## config.mk

```make
export PLATFORM = sky130hd
export DESIGN_NAME = mlc_hash
export DESIGN_NICKNAME = d
export VERILOG_FILES = /design/src/method_lookup_cache_two_level_core_macros.svh /design/src/mlc_pkg.sv /design/src/mlc_hash.sv
export SDC_FILE = /design/constraint.sdc
export NUM_CORES = 2
export LEC_CHECK = 0
export BUFFER_PORTS_ARGS = -buffer_cell sky130_fd_sc_hd__buf_2
export CAP_MARGIN = 30
export CORE_ASPECT_RATIO = 1.5
export CORE_MARGIN = 2
export CORE_UTILIZATION = 34
export CTS_CLUSTER_DIAMETER = 200
export DETAILED_ROUTE_END_ITERATION = 6
export HOLD_SLACK_MARGIN = 0.06
export PLACE_DENSITY_LB_ADDON = 0.12
export SETUP_SLACK_MARGIN = 0.2
export SLEW_MARGIN = 20
export SYNTH_ARGS = -nofsm -noshare
export SYNTH_HDL_FRONTEND = slang
export SYNTH_SLANG_ARGS = --single-unit
```

## constraint.sdc

```tcl
create_clock -name aclk -period 20.6 [get_ports aclk]
set_input_delay 2.06 -clock aclk [delete_from_list [all_inputs] [get_ports aclk]]
set_output_delay 2.06 -clock aclk [all_outputs]
set_load 0.03 [all_outputs]
```

## src/method_lookup_cache_two_level_core_macros.svh

```systemverilog
// Assertion macros for the two-level method lookup cache.
// Included by the top level; depends on nothing else.
`ifndef METHOD_LOOKUP_CACHE_TWO_LEVEL_CORE_MACROS_SVH
`define METHOD_LOOKUP_CACHE_TWO_LEVEL_CORE_MACROS_SVH
`ifndef SYNTHESIS
`define MLC_ASSERT_SAME(lbl, clk, rst_n, ante, cons, msg) \
    lbl: assert property (@(posedge clk) disable iff (!rst_n) (ante) |-> (cons)) \
        else $error(msg);
`define MLC_ASSERT_NEXT(lbl, clk, rst_n, ante, cons, msg) \
    lbl: assert property (@(posedge clk) disable iff (!rst_n) (ante) |=> (cons)) \
        else $error(msg);
`else
`define MLC_ASSERT_SAME(lbl, clk, rst_n, ante, cons, msg)
`define MLC_ASSERT_NEXT(lbl, clk, rst_n, ante, cons, msg)
`endif
`endif

```

## src/mlc_pkg.sv

```systemverilog
// Shared constants, codes and types of the two-level method lookup cache.
// Used by mlc_hash and the top level; depends on nothing.
package mlc_pkg;

    localparam int PRIMARY_ENTRIES   = 1024;
    localparam int SECONDARY_ENTRIES = 256;
    localparam int ENTRY_BYTES       = 12;

    localparam int P_W  = $clog2(PRIMARY_ENTRIES);
    localparam int S_W  = (SECONDARY_ENTRIES > 1) ? $clog2(SECONDARY_ENTRIES) : 1;
    localparam int PP_W = 2 * P_W;

    // The clearing pass covers the deeper of the two stores.
    localparam int CLR_DEPTH = (PRIMARY_ENTRIES > SECONDARY_ENTRIES) ?
                               PRIMARY_ENTRIES : SECONDARY_ENTRIES;
    localparam int CLR_W     = $clog2(CLR_DEPTH);

    // Truncated reciprocals: floor((2^W - 1) / divisor). The estimated quotient
    // is never high and at most one below the true one.
    localparam logic [31:0] DIV_MUL =
        32'(64'hFFFF_FFFF / 64'(ENTRY_BYTES));
    localparam logic [31:0] MOD_MUL =
        32'(64'hFFFF_FFFF / 64'(PRIMARY_ENTRIES));
    localparam logic [P_W-1:0] SUB_MUL =
        P_W'(((64'd1 << P_W) - 64'd1) / 64'(SECONDARY_ENTRIES));

    localparam logic [2:0] MODE_LOOKUP         = 3'd0;
    localparam logic [2:0] MODE_PROBE          = 3'd1;
    localparam logic [2:0] MODE_FILL           = 3'd2;
    localparam logic [2:0] MODE_FLUSH_KEY      = 3'd3;
    localparam logic [2:0] MODE_FLUSH_ALL      = 3'd4;
    localparam logic [2:0] MODE_CLEAR_COUNTERS = 3'd5;

    localparam logic [1:0] OUT_MISS      = 2'd0;
    localparam logic [1:0] OUT_PRIMARY   = 2'd1;
    localparam logic [1:0] OUT_SECONDARY = 2'd2;

    typedef struct packed {
        logic [2:0]  mode;
        logic [31:0] class_word;
        logic [31:0] selector_word;
        logic [31:0] fill_result;
    } item_t;

    typedef struct packed {
        logic        valid;
        logic [31:0] class_word;
        logic [31:0] selector_word;
        logic [31:0] value;
    } entry_t;

    localparam int ENTRY_W = $bits(entry_t);

    typedef struct packed {
        logic           valid;
        item_t          item;
        logic [P_W-1:0] p_index;
        logic [S_W-1:0] s_index;
    } probe_t;

endpackage

```

## src/mlc_hash.sv

```systemverilog
// Index pipeline of the lookup cache: divides the key hash by the entry size and
// reduces it to primary and secondary indices. Depends on mlc_pkg.
module mlc_hash (
    input  logic           aclk,
    input  logic           aresetn,
    input  logic           adv,
    input  logic           in_valid,
    input  mlc_pkg::item_t in_item,
    output mlc_pkg::probe_t probe
);
    import mlc_pkg::*;

    logic v1_reg, v2_reg, v3_reg, v4_reg, v5_reg, v6_reg, v7_reg;
    item_t it1_reg, it2_reg, it3_reg, it4_reg, it5_reg, it6_reg, it7_reg;

    logic [63:0]      prod1_reg;
    logic [31:0]      q3_reg;
    logic [31:0]      q4_reg;
    logic [63:0]      prod2_reg;
    logic [P_W-1:0]   p5_reg;
    logic [P_W-1:0]   p6_reg;
    logic [PP_W-1:0]  prod3_reg;
    logic [P_W-1:0]   p7_reg;
    logic [S_W-1:0]   s7_reg;

    logic [31:0]      x1, x2;
    logic [31:0]      q0a, rem_a, q3_next;
    logic [31:0]      q0b, rem_b;
    logic [P_W-1:0]   p5_next;
    logic [P_W-1:0]   q0c;
    logic [31:0]      rem_c;
    logic [S_W-1:0]   s7_next;

    always_comb begin
        x1 = it1_reg.class_word ^ it1_reg.selector_word;
        x2 = it2_reg.class_word ^ it2_reg.selector_word;

        // Quotient by the entry size, one correction step.
        q0a     = prod1_reg[63:32];
        rem_a   = x2 - q0a * 32'(ENTRY_BYTES);
        q3_next = (rem_a >= 32'(ENTRY_BYTES)) ? q0a + 32'd1 : q0a;

        // Remainder by the primary size.
        q0b     = prod2_reg[63:32];
        rem_b   = q4_reg - q0b * 32'(PRIMARY_ENTRIES);
        p5_next = P_W'((rem_b >= 32'(PRIMARY_ENTRIES)) ?
                       rem_b - 32'(PRIMARY_ENTRIES) : rem_b);

        // Remainder of the primary index by the secondary size.
        q0c     = prod3_reg[PP_W-1:P_W];
        rem_c   = 32'(p6_reg) - 32'(q0c) * 32'(SECONDARY_ENTRIES);
        s7_next = S_W'((rem_c >= 32'(SECONDARY_ENTRIES)) ?
                       rem_c - 32'(SECONDARY_ENTRIES) : rem_c);
    end

    always_ff @(posedge aclk) begin
        if (!aresetn) begin
            v1_reg <= 1'b0;
            v2_reg <= 1'b0;
            v3_reg <= 1'b0;
            v4_reg <= 1'b0;
            v5_reg <= 1'b0;
            v6_reg <= 1'b0;
            v7_reg <= 1'b0;
        end else if (adv) begin
            v1_reg <= in_valid;
            v2_reg <= v1_reg;
            v3_reg <= v2_reg;
            v4_reg <= v3_reg;
            v5_reg <= v4_reg;
            v6_reg <= v5_reg;
            v7_reg <= v6_reg;
        end
    end

    always_ff @(posedge aclk) begin
        if (adv) begin
            it1_reg   <= in_item;
            it2_reg   <= it1_reg;
            it3_reg   <= it2_reg;
            it4_reg   <= it3_reg;
            it5_reg   <= it4_reg;
            it6_reg   <= it5_reg;
            it7_reg   <= it6_reg;
            prod1_reg <= 64'(x1) * 64'(DIV_MUL);
            q3_reg    <= q3_next;
            q4_reg    <= q3_reg;
            prod2_reg <= 64'(q3_reg) * 64'(MOD_MUL);
            p5_reg    <= p5_next;
            p6_reg    <= p5_reg;
            prod3_reg <= PP_W'(p5_reg) * PP_W'(SUB_MUL);
            p7_reg    <= p6_reg;
            s7_reg    <= s7_next;
        end
    end

    assign probe.valid   = v7_reg;
    assign probe.item    = it7_reg;
    assign probe.p_index = p7_reg;
    assign probe.s_index = s7_reg;

endmodule
```

==> metrics.md <==
| Metric | Value |
|---|---|
| Cell repeated most along the worst path | `fa_1` |
| CP Buf/Inv Count | `4` |
| Hold Path Class | `register to register` |
| Buffers on Ports | `220` |
| Crit Path Max Fanout | `6` |
| Die width | `288 um` |
| Family with the most delay on the worst path | `adder cells` |
| Synth-to-Final Area Change | `13.9%` |
| ANT nets after route | `0` |
| Rel. slew slack | `23.8%` |
| Max-cap violations | `0` |
| Total wire length | `99600 um` |
| Syn Nets | `3493` |
| Final slew viol count | `0` |
| CP Class | `register to register` |
| Synth Instances | `2683` |
| CP required | `20.99 ns` |
| Core Box Area | `120000 um^2` |
| Commonest non-fill, non-tap cell in the layout | `edfxtp_1` |
| Htree depth | `3` |
| Clock sinks | `779` |
| WP depth | `27` |
| Initial core utilization | `34.2%` |
| Final worst path period share | `46.7%` |
| Post-CTS Hold Fix Bufs | `0` |
| First-pass iteration count of the detailed router | `5` |
| Clock tree buffer depth | `3` |
| Die Ht | `430 um` |
| #FFs+latches synth | `779` |
| Setup TNS | `0 ns` |
| Final setup violation count | `0` |
| Via density | `4.61` |
| Post-cts resize count | `0` |
| Worst setup skew after layout | `0.0316 ns` |
| CTS tree | `built` |
| Syn. warnings | `0` |
| Most frequent cells in the layout | `edfxtp_1, inv_1, ha_1` |
| GRT overflow | `0` |
| Distinct cells, synth | `71` |
| Hold Path Depth | `0` |
| Clk_lat worst skew | `0.65 ns` |
| Max stage delay cell, worst path | `xor2_1` |
| Placed instance area | `44500 um^2` |
| Final Hold Fails | `0` |
| GRT Total Usage | `16.5%` |
| Max incr delay on CP | `0.74 ns` |
| Sequential cell area fraction in the yosys report | `56.6%` |
| # DRC | `0` |
| I/O Pins | `221` |
| Number of global-route vias before repair | `23631` |
| Startpoint Class | `register` |
| Nets | `3802` |
| Final Cell Area | `46900 um^2` |
| Top FF cell, synth | `edfxtp_1` |
| Post-Syn Area | `41200 um^2` |
| Worst Setup End Kind | `register` |
| FMAX | `104 MHz` |
| TritonCTS Buffers | `76` |
| Post-synth EDFFs | `772` |
| Mapped Avg Cell Area | `15.3 um^2` |
| RSZ-0062 raised after global routing | `false` |
| Die area | `124000 um^2` |
| GPL Wtd Cong | `0.883` |
| Wirelength per Cell | `21.5 um` |
| CTS Root Cell | `clkbuf_16` |
| Fraction of registers with async set/reset | `0%` |
| R2R depth | `27` |
| FP Rows | `156` |
| Detailed placement HPWL | `80800 um` |
| Min cycle time layout | `9.62 ns` |
| Ratio of cells with drive above 1 in the final layout | `12.2%` |
| Status | `completed` |
| Post-CTS Setup Bufs | `0` |
| Tightest Pin Transition | `1.14 ns` |
| Via count | `21337` |
| Initial antenna violation count | `15` |
| Critical Path AT | `10.02 ns` |
| Largest net degree at the start of global routing | `192` |
| Clk slew on worst S/H paths | `0.06 ns` |
| First-pass GRT wire length | `148000 um` |
| Drt initial violations | `1341` |
cell usage after synthesis (18+ instances only):
library cell,number,share of area [%]
a21oi_1,80,0.97
inv_1,477,4.3
xnor2_1,59,1.3
edfxtp_1,772,56
nand2b_1,21,0.32
xor2_1,116,2.5
a21o_1,39,0.71
o21ai_0,40,0.49
ha_1,388,12
fa_1,319,16
nor2_1,50,0.46
nor2b_1,36,0.55
and3_1,18,0.27
nand2_1,45,0.41
nand3_1,18,0.22
worst register-to-register path, delay by kind of cell (launching register included):
kind | cells | cell delay (ns)
compound gates | 6 | 2.07
xor+xnor | 3 | 1.44
fa+ha+maj | 9 | 4.33
buf+inv | 4 | 0.27
flops | 1 | 0.41
simple gates | 5 | 0.83
per-layer routing:
metal  routed length, um  track usage (%)  up-vias  share of wire (%)
met5                 104                0        -               0.10
met4                5670             8.94       18                5.7
met3                4010             2.96      176                4.0
met2               52200             29.7      459                 52
met1               37500             18.2    10748                 38
li1                    -                -     9936                  -
per-stage QoR:
stage	hold slack [ns]	instances	util, %	worst slack (ns)
after CTS	0.389	4627	38.9	10.84
after global placement	0.400	4491	36.9	10.57
after global routing	0.397	4629	38.9	10.50
after detailed placement	0.405	4494	37.0	10.89
final	0.394	4633	38.9	10.98
after floorplan	0.400	2683	-	13.14
cell families (layout without fill, tap and decap cells):
kind of cell    after synthesis  after routing  synth area share, %
fa+ha+maj                   707            707                 27.3
buf+inv                     496            860                 4.63
simple gates                251            251                 3.21
flops                       779            779                 56.6
xor+xnor                    175            175                 3.72
other cells                   0              6                    0
compound gates              263            263                 4.22
mux                          12             12                0.298
path summary, 6_finish.rpt:
kind | from | to | slack [ns]
hold reg to reg | it6_reg[30] | probe[48] | 0.39
setup / recovery | it1_reg[67] | prod1_reg[54] | 10.98
hold / removal | it6_reg[30] | probe[48] | 0.39
setup reg to reg | it1_reg[67] | prod1_reg[54] | 10.98
layout make-up:
class	instances	area, um^2
repair buffers	249	1400
clock buffers	97	2000
diodes	6	15.0
clock inverters	36	350
flip-flops and latches	779	23300
multi-input cells	1408	16000
fillers	11192	73500
well taps	1580	1980
inverters	478	1790
Power is not shown: default switching activity piles up to over one toggle a cycle in this logic, so the estimate is an artifact.
